<file path="src/rtl/opus_packet_frame_parser_macros.svh">
// assertion macros for the opus packet frame parser
// no dependencies
`ifndef OPUS_PACKET_FRAME_PARSER_MACROS_SVH
`define OPUS_PACKET_FRAME_PARSER_MACROS_SVH
`ifndef SYNTH
`define OPF_ASSERT_IMPL(label, clk, rst, a, c) \
   label: assert property (@(posedge clk) disable iff (rst) (a) |-> (c)) \
      else $error("assertion failed");
`define OPF_ASSERT_NEXT(label, clk, rst, a, c) \
   label: assert property (@(posedge clk) disable iff (rst) (a) |=> (c)) \
      else $error("assertion failed");
`else
`define OPF_ASSERT_IMPL(label, clk, rst, a, c)
`define OPF_ASSERT_NEXT(label, clk, rst, a, c)
`endif
`endif

</file>
<file path="src/rtl/opf_pkg.sv">
// types, constants and helpers shared by the opus packet frame parser
// no dependencies
`default_nettype none
package opf_pkg;
   localparam int MaxFrames = 48;
   localparam logic [15:0] MaxPacketBytes = 16'd65535;
   localparam logic [10:0] FrameCap = 11'd1275;
   localparam logic [12:0] SampleCap = 13'd5760;

   localparam logic [1:0] StatusOk = 2'd0;
   localparam logic [1:0] StatusEmpty = 2'd1;
   localparam logic [1:0] StatusBad = 2'd2;

   typedef struct packed {
      logic [7:0] data_byte;
      logic       has_byte;
      logic       packet_end;
   } req_type;

   typedef struct packed {
      logic [1:0]  status;
      logic [4:0]  toc_config;
      logic        stereo;
      logic [11:0] frame_samples;
      logic [5:0]  frame_total;
      logic [5:0]  frame_index;
      logic [15:0] frame_offset;
      logic [10:0] frame_length;
      logic        last;
   } rsp_type;

   // divider request and answer
   typedef struct packed {
      logic        start;
      logic [15:0] dividend;
      logic [5:0]  divisor;
   } div_req_type;

   typedef struct packed {
      logic        done;
      logic [15:0] quotient;
      logic [5:0]  remainder;
   } div_rsp_type;

   // samples per frame from the toc byte
   function automatic logic [11:0] samples_of(input logic [7:0] toc);
      logic [4:0] c;
      c = toc[7:3];
      if (c >= 5'd16) return 12'(12'd120 << c[1:0]);
      if (c < 5'd12) begin
         case (c[1:0])
            2'd0: return 12'd480;
            2'd1: return 12'd960;
            2'd2: return 12'd1920;
            default: return 12'd2880;
         endcase
      end
      return 12'(12'd480 << c[0]);
   endfunction
endpackage
`default_nettype wire

</file>
<file path="src/rtl/opf_divider.sv">
// restoring divider, one quotient bit per cycle
// depends on opf_pkg
`default_nettype none
module opf_divider (
   input  wire logic                clock,
   input  wire logic                reset,
   input  wire opf_pkg::div_req_type div_req,
   output opf_pkg::div_rsp_type      div_rsp
);
   logic [15:0] quo_ff, quo_in;
   logic [5:0]  rem_ff, rem_in;
   logic [5:0]  dvs_ff, dvs_in;
   logic [4:0]  cnt_ff, cnt_in;
   logic        busy_ff, busy_in;
   logic        done_ff, done_in;
   logic [6:0]  trial;

   // one shift and subtract step
   always_comb begin
      quo_in = quo_ff; rem_in = rem_ff; dvs_in = dvs_ff;
      cnt_in = cnt_ff; busy_in = busy_ff; done_in = 1'b0;
      trial = {rem_ff, quo_ff[15]};
      if (div_req.start) begin
         quo_in = div_req.dividend; rem_in = '0; dvs_in = div_req.divisor;
         cnt_in = 5'd16; busy_in = 1'b1;
      end else if (busy_ff) begin
         if (trial >= {1'b0, dvs_ff}) begin
            rem_in = 6'(trial - {1'b0, dvs_ff});
            quo_in = {quo_ff[14:0], 1'b1};
         end else begin
            rem_in = trial[5:0];
            quo_in = {quo_ff[14:0], 1'b0};
         end
         cnt_in = cnt_ff - 5'd1;
         if (cnt_ff == 5'd1) begin
            busy_in = 1'b0; done_in = 1'b1;
         end
      end
   end

   always_ff @(posedge clock) begin
      if (reset) begin
         busy_ff <= 1'b0; done_ff <= 1'b0; cnt_ff <= '0;
      end else begin
         busy_ff <= busy_in; done_ff <= done_in; cnt_ff <= cnt_in;
      end
      quo_ff <= quo_in; rem_ff <= rem_in; dvs_ff <= dvs_in;
   end

   assign div_rsp.done = done_ff;
   assign div_rsp.quotient = quo_ff;
   assign div_rsp.remainder = rem_ff;
endmodule
`default_nettype wire

</file>
<file path="src/rtl/opus_packet_frame_parser.sv">
// Opus packet frame parser: one packet byte per item, descriptors at packet end.
// Other items are taken when idle; an end waits while an earlier error item is unread.
// A packet end then runs the checks; an empty packet or one found malformed goes to the hold,
// else a CBR count divide, then one descriptor per emit step unless stalled, and a hold to clear.
// Reset (synchronous, active high) clears the parse state; the size table is
// left unset and only read after it is written within the same packet.
`default_nettype none
`include "opus_packet_frame_parser_macros.svh"
module opus_packet_frame_parser (
   input  wire logic             clock,
   input  wire logic             reset,
   input  wire opf_pkg::req_type req_data,
   input  wire logic             req_valid,
   output logic                  req_ready,
   output opf_pkg::rsp_type      rsp_data,
   output logic                  rsp_valid,
   input  wire logic             rsp_ready
);
   localparam logic [3:0] PhToc = 4'd0, PhSizeA = 4'd1, PhSizeB = 4'd2,
      PhCount = 4'd3, PhPad = 4'd4, PhPayload = 4'd5, PhSkip = 4'd6;

   typedef enum logic [2:0] {
      StIdle, StCheck, StDivWait, StDivDone, StEmit, StHold
   } state_type;

   state_type   state_ff, state_in;
   logic [7:0]  toc_ff, toc_in;
   logic [15:0] bytes_ff, bytes_in;
   logic [3:0]  phase_ff, phase_in;
   logic [7:0]  flags_ff, flags_in;
   logic [15:0] pad_ff, pad_in;
   logic [7:0]  low_ff, low_in;
   logic [5:0]  parsed_ff, parsed_in;
   logic [15:0] sum_ff, sum_in;
   logic [15:0] hlen_ff, hlen_in;
   logic        err_ff, err_in;
   logic [15:0] rem_ff, rem_in;
   logic [15:0] base_ff, base_in;
   logic [15:0] lastlen_ff, lastlen_in;
   logic [5:0]  cnt_ff, cnt_in;
   logic        tab_ff, tab_in;
   logic [5:0]  idx_ff, idx_in;
   logic [15:0] off_ff, off_in;
   opf_pkg::rsp_type rsp_ff, rsp_in;
   logic        rv_ff, rv_in;
   logic [10:0] table_mem [opf_pkg::MaxFrames];
   logic [10:0] tab_rd_ff;
   logic        tab_we;
   logic [5:0]  tab_wa;
   logic [10:0] tab_wd;
   opf_pkg::div_req_type div_req;
   opf_pkg::div_rsp_type div_rsp;

   opf_divider u_div (.clock(clock), .reset(reset), .div_req(div_req), .div_rsp(div_rsp));

   logic        acc;
   logic [7:0]  b;
   logic [16:0] padsum;
   logic [10:0] sz;
   logic        szdone;
   logic [17:0] smul;
   logic [10:0] cur_len;
   logic        rsp_ok;

   assign req_ready = (state_ff == StIdle);
   assign acc = req_valid && req_ready;
   assign b = req_data.data_byte;

   // size table, read address is the next frame index
   always_ff @(posedge clock) begin
      if (tab_we) table_mem[tab_wa] <= tab_wd;
      tab_rd_ff <= table_mem[idx_in];
   end

   always_comb begin
      state_in = state_ff; toc_in = toc_ff; bytes_in = bytes_ff; phase_in = phase_ff;
      flags_in = flags_ff; pad_in = pad_ff; low_in = low_ff; parsed_in = parsed_ff;
      sum_in = sum_ff; hlen_in = hlen_ff; err_in = err_ff; rem_in = rem_ff;
      base_in = base_ff; lastlen_in = lastlen_ff; cnt_in = cnt_ff; tab_in = tab_ff;
      idx_in = idx_ff; off_in = off_ff; rsp_in = rsp_ff; rv_in = rv_ff;
      tab_we = 1'b0; tab_wa = parsed_ff; tab_wd = '0;
      div_req = '0; div_req.dividend = rem_ff; div_req.divisor = cnt_ff;
      padsum = 17'(pad_ff) + 17'((b == 8'd255) ? 8'd254 : b);
      sz = 11'(b); szdone = 1'b0;
      smul = 18'(opf_pkg::samples_of(toc_ff)) * 18'(b[5:0]);
      cur_len = (idx_ff + 6'd1 == cnt_ff) ? lastlen_ff[10:0]
                : (tab_ff ? tab_rd_ff : base_ff[10:0]);
      if (rv_ff && rsp_ready) rv_in = 1'b0;
      case (state_ff)
         StIdle: begin
            if (acc && req_data.has_byte) begin
               if (bytes_ff >= opf_pkg::MaxPacketBytes) begin
                  err_in = 1'b1; phase_in = PhSkip;
               end else begin
                  bytes_in = bytes_ff + 16'd1;
                  // header parse of one byte
                  case (phase_ff)
                     PhToc: begin
                        toc_in = b;
                        if (b[1:0] == 2'd2) phase_in = PhSizeA;
                        else if (b[1:0] == 2'd3) phase_in = PhCount;
                        else begin hlen_in = bytes_in; phase_in = PhPayload; end
                     end
                     PhSizeA: begin
                        if (b < 8'd252) szdone = 1'b1;
                        else begin low_in = b; phase_in = PhSizeB; end
                     end
                     PhSizeB: begin
                        sz = 11'({b, 2'b00}) + 11'(low_ff); szdone = 1'b1;
                     end
                     PhCount: begin
                        flags_in = b;
                        if (b[5:0] == 6'd0 || b[5:0] > 6'(opf_pkg::MaxFrames)
                            || smul > 18'(opf_pkg::SampleCap)) begin
                           err_in = 1'b1; phase_in = PhSkip;
                        end else if (b[6]) phase_in = PhPad;
                        else if (b[7] && b[5:0] > 6'd1) phase_in = PhSizeA;
                        else begin hlen_in = bytes_in; phase_in = PhPayload; end
                     end
                     PhPad: begin
                        pad_in = padsum[16] ? 16'hFFFF : padsum[15:0];
                        if (b != 8'd255) begin
                           if (flags_ff[7] && flags_ff[5:0] > 6'd1) phase_in = PhSizeA;
                           else begin hlen_in = bytes_in; phase_in = PhPayload; end
                        end
                     end
                     default: ;
                  endcase
                  if (szdone) begin
                     tab_we = (parsed_ff < 6'(opf_pkg::MaxFrames));
                     tab_wd = sz;
                     parsed_in = parsed_ff + 6'd1;
                     sum_in = sum_ff + 16'(sz);
                     if (toc_ff[1:0] == 2'd2 || parsed_in + 6'd1 >= flags_ff[5:0]) begin
                        hlen_in = bytes_in; phase_in = PhPayload;
                     end else phase_in = PhSizeA;
                  end
               end
            end
            if (acc && req_data.packet_end) state_in = StCheck;
         end
         StCheck: begin
            // wait until an earlier error item has been taken
            if (!rv_ff) begin
               rsp_in = '0; rsp_in.last = 1'b1;
               rsp_in.toc_config = toc_ff[7:3]; rsp_in.stereo = toc_ff[2];
               rsp_in.frame_samples = opf_pkg::samples_of(toc_ff);
               tab_in = 1'b0; base_in = '0; lastlen_in = '0; idx_in = '0; off_in = hlen_ff;
               if (!err_ff && bytes_ff == 16'd0) begin
                  rsp_in = '0; rsp_in.status = opf_pkg::StatusEmpty; rsp_in.last = 1'b1;
                  state_in = StHold;
               end else if (err_ff || phase_ff != PhPayload || hlen_ff > bytes_ff) begin
                  rsp_in = '0; rsp_in.status = opf_pkg::StatusBad; rsp_in.last = 1'b1;
                  state_in = StHold;
               end else begin
                  rem_in = bytes_ff - hlen_ff;
                  state_in = StDivDone;
                  case (toc_ff[1:0])
                     2'd0: begin cnt_in = 6'd1; base_in = rem_in; lastlen_in = rem_in; end
                     2'd1: begin
                        cnt_in = 6'd2; base_in = {1'b0, rem_in[15:1]}; lastlen_in = base_in;
                        if (rem_in[0]) state_in = StHold;
                     end
                     2'd2: begin
                        cnt_in = 6'd2; tab_in = 1'b1;
                        if (sum_ff > rem_in) state_in = StHold;
                        else lastlen_in = rem_in - sum_ff;
                     end
                     default: begin
                        cnt_in = flags_ff[5:0];
                        if (pad_ff > rem_in) state_in = StHold;
                        else begin
                           rem_in = rem_in - pad_ff;
                           if (flags_ff[7] && cnt_in > 6'd1) begin
                              tab_in = 1'b1;
                              if (sum_ff > rem_in) state_in = StHold;
                              else lastlen_in = rem_in - sum_ff;
                           end else state_in = StDivWait;
                        end
                     end
                  endcase
                  if (state_in == StHold) begin
                     rsp_in = '0; rsp_in.status = opf_pkg::StatusBad; rsp_in.last = 1'b1;
                  end
               end
            end
         end
         StDivWait: begin
            // start the divide on entry, then wait for the quotient
            if (lastlen_ff != 16'hFFFF) begin
               div_req.start = 1'b1; lastlen_in = 16'hFFFF;
            end else if (div_rsp.done) begin
               base_in = div_rsp.quotient; lastlen_in = div_rsp.quotient;
               if (div_rsp.remainder != 6'd0) begin
                  rsp_in = '0; rsp_in.status = opf_pkg::StatusBad; rsp_in.last = 1'b1;
                  state_in = StHold;
               end else state_in = StDivDone;
            end
         end
         StDivDone: begin
            if (lastlen_ff > 16'(opf_pkg::FrameCap) || base_ff > 16'(opf_pkg::FrameCap)) begin
               rsp_in = '0; rsp_in.status = opf_pkg::StatusBad; rsp_in.last = 1'b1;
               state_in = StHold;
            end else state_in = StEmit;
         end
         StEmit: begin
            if (!rv_ff || rsp_ready) begin
               rsp_in.status = opf_pkg::StatusOk;
               rsp_in.frame_total = cnt_ff; rsp_in.frame_index = idx_ff;
               rsp_in.frame_offset = off_ff; rsp_in.frame_length = cur_len;
               rsp_in.last = (idx_ff + 6'd1 == cnt_ff);
               rv_in = 1'b1;
               off_in = off_ff + 16'(cur_len);
               idx_in = idx_ff + 6'd1;
               if (rsp_in.last) state_in = StHold;
            end
         end
         default: begin
            // hold: raise an error item or let the last descriptor go, then clear
            if (!rv_ff || rsp_ready) begin
               if (rsp_ff.status != opf_pkg::StatusOk) rv_in = 1'b1;
               state_in = StIdle;
               toc_in = '0; bytes_in = '0; phase_in = PhToc; flags_in = '0;
               pad_in = '0; low_in = '0; parsed_in = '0; sum_in = '0;
               hlen_in = '0; err_in = 1'b0;
            end
         end
      endcase
   end

   always_ff @(posedge clock) begin
      if (reset) begin
         state_ff <= StIdle; toc_ff <= '0; bytes_ff <= '0; phase_ff <= PhToc;
         flags_ff <= '0; pad_ff <= '0; low_ff <= '0; parsed_ff <= '0;
         sum_ff <= '0; hlen_ff <= '0; err_ff <= 1'b0; rv_ff <= 1'b0;
      end else begin
         state_ff <= state_in; toc_ff <= toc_in; bytes_ff <= bytes_in;
         phase_ff <= phase_in; flags_ff <= flags_in; pad_ff <= pad_in;
         low_ff <= low_in; parsed_ff <= parsed_in; sum_ff <= sum_in;
         hlen_ff <= hlen_in; err_ff <= err_in; rv_ff <= rv_in;
      end
      rem_ff <= rem_in; base_ff <= base_in; lastlen_ff <= lastlen_in;
      cnt_ff <= cnt_in; tab_ff <= tab_in; idx_ff <= idx_in; off_ff <= off_in;
      rsp_ff <= rsp_in;
   end

   assign rsp_data = rsp_ff;
   assign rsp_valid = rv_ff;
   assign rsp_ok = rsp_valid && rsp_data.status == opf_pkg::StatusOk;

   `OPF_ASSERT_IMPL(a_ready_idle, clock, reset, req_ready, state_ff == StIdle)
   `OPF_ASSERT_IMPL(a_err_last, clock, reset, rsp_valid && !rsp_ok, rsp_data.last)
   `OPF_ASSERT_IMPL(a_idx_cnt, clock, reset, rsp_ok, rsp_data.frame_index < rsp_data.frame_total)
   `OPF_ASSERT_NEXT(a_stall_hold, clock, reset, rsp_valid && !rsp_ready, rsp_valid)
endmodule
`default_nettype wire

</file>
<file path="config.mk">
export PLATFORM = sky130hd
export DESIGN_NAME = opus_packet_frame_parser
export DESIGN_NICKNAME = d
export VERILOG_FILES = /design/src/rtl/opf_pkg.sv /design/src/rtl/opf_divider.sv /design/src/rtl/opus_packet_frame_parser.sv
export VERILOG_INCLUDE_DIRS = /design/src /design/src/rtl
export SDC_FILE = /design/constraint.sdc
export NUM_CORES = 2
export LEC_CHECK = 0
export BUFFER_PORTS_ARGS = -buffer_cell sky130_fd_sc_hd__buf_2
export CORE_UTILIZATION = 41
export CTS_BUF_LIST = sky130_fd_sc_hd__clkbuf_2 sky130_fd_sc_hd__clkbuf_4 sky130_fd_sc_hd__clkbuf_8
export CTS_CLUSTER_DIAMETER = 40
export DETAILED_ROUTE_END_ITERATION = 10
export PLACE_DENSITY_LB_ADDON = 0.15
export SLEW_MARGIN = 10
export SYNTH_ARGS = -nofsm -noshare
export SYNTH_HDL_FRONTEND = slang
export SYNTH_HIERARCHICAL = 1
export SYNTH_SLANG_ARGS = --single-unit
</file>
<file path="constraint.sdc">
create_clock -name clock -period 9.3 [get_ports clock]
set_clock_uncertainty 0.2 [all_clocks]
set_input_delay 0.93 -clock clock [delete_from_list [all_inputs] [get_ports clock]]
set_output_delay 0.93 -clock clock [all_outputs]
set_load 0.005 [all_outputs]
</file>
### Word-level counts from Yosys, hierarchy flattened

Memory sizes are Yosys's and may differ from the RTL's. A register that Yosys moved wholly into a read port is not among the register bits.
Index checks and enable logic that the tools add are counted.

| storage, ports and cells | value |
|---|---|
| memories kept | 1 |
| word-level logic and storage cells | 357 |
| output and inout bits | 62 |
| flip-flop bits (word level) | 275 |
| RAM bits | 528 |

Memory list:

| name | words | bits a word | rd ports | clocked after memory_dff | write ports | RTL line | text |
|---|---|---|---|---|---|---|---|
| table_mem | 48 | 11 | 1 | 1 | 1 | opus_packet_frame_parser.sv:46 | `logic [10:0] table_mem [opf_pkg::MaxFrames];` |

| operators by class | value |
|---|---|
| magnitude comparators | 17 |
| reductions and logical operators | 55 |
| shift-type cells | 2 |
| multiply operators | 1 |
| mux-type cells | 184 |
| equal/unequal tests | 43 |
| add/sub/neg operators | 14 |
| bitwise gates (word level) | 5 |

Operators by type and width:

| operator | number |
|---|---|
| $mux 16 | 40 |
| $mux 60 | 8 |
| $pmux 16 s2 | 8 |
| $pmux 40 s4 | 1 |
| $mux 11 | 10 |
| $mux 8 | 12 |
| $pmux 16 s3 | 2 |
| $mux 3 | 26 |
| $mux 12 | 6 |
| $gt 16x16->1 | 4 |
| $sub 16x16->16 | 4 |
| $pmux 18 s3 | 1 |
| $pmux 8 s2 | 3 |
| $mux 6 | 7 |
| $mux 40 | 1 |
| $mux 1 | 37 |
| $pmux 12 s3 | 1 |
| $pmux 6 s2 | 3 |
| $add 16x11->16 | 2 |
| $gt 16x11->1 const B | 2 |
| $reduce_and 5->1 | 5 |
| $mux 4 | 6 |
| $add 6x1->6 const B | 3 |
| $gt 18x13->1 const B | 1 |
| other kinds (67) | 128 |

### Logic depth before layout (Yosys ltp)

| depth | value |
|---|---|
| word-level depth | 17 |
| gate-level depth with buffers | 26 |
| depth with buffers taken out | 25 |

### Hierarchy

The synthesis kept the hierarchy.

By module, submodules not included:

| module | instances | sequential area each (um2) | cells an instance | area an instance (um2) |
|---|---|---|---|---|
| opus_packet_frame_parser | 1 | 22061.2 | 4301 | 44286.2 |
| opf_divider | 1 | 920.9 | 148 | 1752.9 |

### Worst setup path after synthesis

No wires, ideal clock.

| path | value |
|---|---|
| path kind | input port to flip-flop |
| start point | in req_data[3] in the netlist's numbering |
| end point | reg hlen_ff[10] |
| data required time | 8966 ps |
| library setup time | 134 ps |
| cell stages on the path | 18 |
| arrival time | 5388 ps |
| slack | 3578 ps |
| cells stage by stage | clkbuf_1 -> clkbuf_1 -> nand2_1 -> fa_1 -> fa_1 -> fa_1 -> inv_1 -> ha_1 -> o21ai_0 -> o21ai_2 -> a2111oi_2 -> nor3_1 -> xor2_1 -> or4_1 -> buf_2 -> buf_4 -> mux2i_1 -> o22ai_1 |

| between the ends | value |
|---|---|
| word-level cells in the longest chain between the ends | 11 |
| elaborated cells between the ends (all ways) | 29 |
| classes of those cells | mul (1); order compare (4); eq/ne (3); mux (17); reduce/logical (4) |

Ends and longest elaborated chain:

| what | RTL line | text |
|---|---|---|
| start: declaration | opus_packet_frame_parser.sv:12 | `input wire opf_pkg::req_type req_data,` |
| parallel branches: the longest is 7 deep, another holds $mul 12x6->18 | n/a |  |
| $mux 16 * | opus_packet_frame_parser.sv:129 | `if (szdone) begin` |
| $mux 16 * | opus_packet_frame_parser.sv:92 | `if (bytes_ff >= opf_pkg::MaxPacketBytes) begin` |
| $mux 16 * | opus_packet_frame_parser.sv:91 | `if (acc && req_data.has_byte) begin` |
| $pmux 16 s2 * | opus_packet_frame_parser.sv:89 | `case (state_ff)` |
| end signal: assignment | opus_packet_frame_parser.sv:240 | `hlen_ff <= hlen_in; err_ff <= err_in; rv_ff <= rv_in;` |
| end: declaration | opus_packet_frame_parser.sv:35 | `logic [15:0] hlen_ff, hlen_in;` |

Mark *: on every way between the ends. The select of a mux whose other input is x is not followed.
A chain may end at the register's enable or synchronous reset.

### Worst setup path in the final report

| path | value |
|---|---|
| start point | reg toc_ff[3] |
| end point | reg hlen_ff[1] |

| between the ends | value |
|---|---|
| word-level cells in the longest chain between the ends | 15 |
| elaborated cells between the ends (all ways) | 25 |
| classes of those cells | mul (1); order compare (3); eq/ne (2); shift (2); mux (15); reduce/logical (2) |

Ends and longest elaborated chain:

| what | RTL line | text |
|---|---|---|
| start: declaration | opus_packet_frame_parser.sv:27 | `logic [7:0] toc_ff, toc_in;` |
| start signal: assignment | opus_packet_frame_parser.sv:237 | `state_ff <= state_in; toc_ff <= toc_in; bytes_ff <= bytes_in;` |
| $lt 5x4->1, or another cell as far along | opf_pkg.sv:50 | `if (c < 5'd12) begin` |
| $mux 1, or another cell as far along | n/a |  |
| $mux 1 or $mux 12 (tied branches) | n/a |  |
| $mux 12 | opf_pkg.sv:58 | `return 12'(12'd480 << c[0]);` |
| $mux 12 * | opf_pkg.sv:50 |  |
| $mul 12x6->18 * | opus_packet_frame_parser.sv:85 | `smul = 18'(opf_pkg::samples_of(toc_ff)) * 18'(b[5:0]);` |
| $gt 18x13->1 * | opus_packet_frame_parser.sv:114 | `\|\| smul > 18'(opf_pkg::SampleCap)) begin` |
| $logic_or 1x1->1 * | opus_packet_frame_parser.sv:114 |  |
| $mux 16 * | opus_packet_frame_parser.sv:113 | `if (b[5:0] == 6'd0 \|\| b[5:0] > 6'(opf_pkg::MaxFrames)` |
| $pmux 16 s3 * | opus_packet_frame_parser.sv:97 | `case (phase_ff)` |
| $mux 16 | opus_packet_frame_parser.sv:134 | `if (toc_ff[1:0] == 2'd2 \|\| parsed_in + 6'd1 >= flags_ff[5:0]) begin` |
| $mux 16 * | opus_packet_frame_parser.sv:129 |  |
| $mux 16 * | opus_packet_frame_parser.sv:92 |  |
| $mux 16 * | opus_packet_frame_parser.sv:91 |  |
| $pmux 16 s2 * | opus_packet_frame_parser.sv:89 |  |

Mark *: on every way between the ends. The rest lies on a longest branch, timed or not. The select of a mux whose other input is x is not followed.

==> qor.tcl <==
set qor(maxSlewHeadroom) 0.181
set qor(final_count_of_negative_setup_slack_endpoints) 0
set qor(buffer_ports.inserted) 72
set qor(coreArea_um2) 111000
set qor(postCtsSetupBuffers) 0
set qor(min_delay_path_class) {reg2reg}
set qor(final_period_minus_worst_setup_slack_ns) 6.64
set qor(initial_utilization) 0.415
set qor(ys_seq_elements) 809
set qor(post_drt_via_cell_ratio) 6.03
set qor(clock-sinks) 809
set qor(insertion_delay_ns) 0.85
set qor(cts_resized) 0
set qor(hold_viol_final) 0
set qor(start_kind) {flip-flop}
set qor(p_total_mw) 12.6
set qor(wl_per_cell_um) 24.5
set qor(max-cap-violations) 0
set qor(cts-buffers-inserted) 158
set qor(via_count) 36600
set qor(grt_first_pass_wirelength_um) 219000
set qor(cts.htree.levels) 4
set qor(power.switching_mw) 4.77
set qor(worst-slew-pin-transition_ns) 1.23
set qor(post_route_antenna_net_violation_count) 0
set qor(yosysSeqAreaShare) 0.499
set qor(dr.first_iter.drc_count) 3971
set qor(leakage_nw) 18.1
set qor(powerDensity_nw_per_um2) 248
set qor(sw_frac_of_total) 0.377
set qor(distinct_cells_synth) 92
set qor(place_inst) 5773
set qor(clk_pin_slew_ns) 0.06
set qor(fp.dieW_um) 337
set qor(source_of_the_worst_register_to_register_timing_path) {toc_ff[3]}
set qor(first_pass_iters) 6
set qor(grt_pass1_vias) 34300
set qor(post_synth.cell_area_avg_um2) 10.3
set qor(finalWorstSetupSlack_ns) 2.66
set qor(endpoint) {hlen_ff[1]}
set qor(critical_path.startpoint) {toc_ff[3]}
set qor(setup.worst_path.class) {reg2reg}
set qor(fp.dieArea_um2) 114000
set qor(timing.rr.end) {hlen_ff[1]}
set qor(largest_net_degree_at_the_start_of_global_routing) 152
set qor(post-route-period-util) 0.714
set qor(cts_buffer_depth) 3
set qor(critical_path.endpoint_type) {flip-flop}
set qor(vdd_ir_max_mv) 0.153
set qor(clockRootBuffer) {clkbuf_8}
set qor(power.clock.fraction) 0.292
set qor(synth_enable_flop_cells) 678
set qor(pre_cts_slack_ns) 2.70
set qor(dp_hpwl_um) 95600
set qor(nNetsFinal) 4649
set qor(p_seq_frac) 0.337
set qor(post_synth_main_area_contributors) {edfxtp_1 44%, dfxtp_1 5.7%, ha_1 4.1%}
set qor(stdcell_area_um2) 51000
set qor(drt_drc_violations_left) 0
set qor(synth_area_leader) {edfxtp_1}
set qor(fp.dieH_um) 337
set qor(postRouteWirelength_um) 149000
set qor(final_max_slew_viol_count) 0
set qor(most_repeated_cell_in_the_gate_level_netlist_after_synthesis) {edfxtp_1}
set qor(netlist_area_um2) 46000
set qor(place_congestion) 0.917
set qor(worst-r2r-cell-count) 19
set qor(globalRouteOverflowTotal) 0
set qor(async_reset_ff_frac) 0
set qor(synth_top_flop_cell) {edfxtp_1}
set qor(ys_warn_count) 6
set qor(drive_above_1_share) 0.127
set qor(critical_path_required_ns) 9.85
set qor(comb_power_share) 0.371
set qor(layout.cells.non_filler) 6061
set qor(initial_antenna_violation_count) 4
set qor(post_cts_hold_buffer_count) 0
set qor(tritoncts_clock_tree) {built}
set qor(max_freq_mhz) 151
set qor(post_synth_inst_count) 4449
set qor(result_of_the_run) {complete, no violations}
set qor(placed_area_um2) 47800
set qor(critical_path_arrival_ns) 7.19
set qor(critical_path.max_fanout) 15
set qor(floorplan.io_pins) 76
set qor(yosys.area.top_type_share) 0.442
set qor(reg2reg_setup_slack_ns) 2.66
set qor(synthToLayoutAreaGrowth_pct) 10.8
set qor(internal-power_mw) 7.87
set qor(num_rows) 122
set qor(netlist_top_cells_count) {678 x edfxtp_1, 395 x nand2_1, 308 x nor2_1, 308 x nor3_1, 288 x o21ai_0}
set qor(grt_setup_unrepaired) {no}
set qor(setup-tns-final_ns) 0
set qor(combined_global_route_utilization_of_all_metal_layers) 0.256
==> worst min-delay path by stage <==
stage / slack [ns] / to / depth (start not counted) / from
3_3_place_gp: 0.24 / toc_ff[2] / 2 / toc_ff[2]
5_1_grt: 0.29 / toc_ff[2] / 2 / toc_ff[2]
3_5_place_dp: 0.25 / toc_ff[2] / 2 / toc_ff[2]
6_report: 0.25 / toc_ff[2] / 2 / toc_ff[2]
2_1_floorplan: 0.23 / toc_ff[2] / 2 / toc_ff[2]
4_1_cts: 0.25 / toc_ff[6] / 3 / req_data[8]
==> power groups by stage <==
stage                     clock, mW  sequential (mW)  combinational (mW)
final                          3.69             4.26                4.69
after global routing           3.92             4.28                5.09
after CTS                      3.76             4.26                4.64
after detailed placement          0             4.33                4.61
after global placement            0             4.33                4.61
after floorplan                   0             4.25                3.30
==> state kept, by name (all words and copies together) (netlist names), 5 cells and up <==
register and cells:
cnt_ff 6, idx_ff 6, off_ff 16, rsp_data 57
low_ff 8, pad_ff 16, toc_ff 8, u_div/rem_ff 6
tab_rd_ff 11, hlen_ff 16, table_mem 528, base_ff 16
sum_ff 16, bytes_ff 16, flags_ff 7, parsed_ff 6
u_div/cnt_ff 5, u_div/dvs_ff 6, lastlen_ff 16, rem_ff 16
u_div/quo_ff 16
==> placed cells by master, fill, tap and decap left out, types with 30 or more instances in the layout <==
cell type,instances
ha_1,152
a311oi_1,37
mux4_2,42
xor2_1,42
a22oi_1,50
fa_1,38
a211oi_1,50
mux2_2,61
nand2b_1,31
a31oi_1,45
nand3_1,154
inv_1,151
nand2_1,394
and2_1,80
o221ai_1,113
nor3_1,307
buf_4,77
nor2_1,304
xnor2_1,79
mux2i_1,135
buf_2,71
or3_1,31
o22ai_1,130
and3_1,52
a21oi_1,210
o21ai_0,288
clkbuf_8,168
edfxtp_1,678
clkbuf_4,42
a21o_1,30
dfxtp_1,130
==> cell type report <==
cell class,instances,area [um2]
fill,10500,59900
multi-input combinational,3170,21300
tap,1488,1860
sequential,809,23000
clock inverter,76,642
clock buffer,210,2630
antenna,2,5.00
inverter,155,582
timing repair buffer,151,993
==> critical path, cell delays in order (launching register included) <==
cell and delay (ns):
dfxtp_1 0.49, inv_1 0.19, nor3_1 0.59, nor2_1 0.27, and2_1 0.25, fa_1 0.50, fa_1 0.54, inv_1 0.06
fa_1 0.52, inv_1 0.04, ha_1 0.36, a21oi_1 0.20, o21ai_1 0.13, a2111oi_2 0.36, nor3_1 0.12, xor2_1 0.18
or4_1 0.97, mux2i_1 0.29, o221ai_1 0.14, a21oi_1 0.18
==> routing by layer <==
| metal | GRT usage | up-vias | share of wire |
|---|---|---|---|
| li1 | - | 16900 | - |
| met5 | 0 | - | 0.000081 |
| met4 | 0.0726 | 2 | 0.023 |
| met2 | 0.399 | 1312 | 0.46 |
| met1 | 0.367 | 18200 | 0.45 |
| met3 | 0.0419 | 197 | 0.071 |
==> cells by family after synthesis <==
logic type | count (synthesis) | synth area share
other cells | 1 | 0.0000815
flops | 809 | 0.499
compound gates | 1120 | 0.158
buf+inv | 472 | 0.0408
xor+xnor | 121 | 0.0230
fa+ha+maj | 190 | 0.0578
simple gates | 1495 | 0.154
mux | 241 | 0.0662
==> through the flow <==
stage / utilization / hold slack (ns)
finish: 0.460 / 0.252
detailed placement: 0.430 / 0.246
global placement: 0.430 / 0.239
floorplan: - / 0.232
global route: 0.460 / 0.286
CTS: 0.460 / 0.251
No activity file was read; power rests on OpenSTA's default activity.
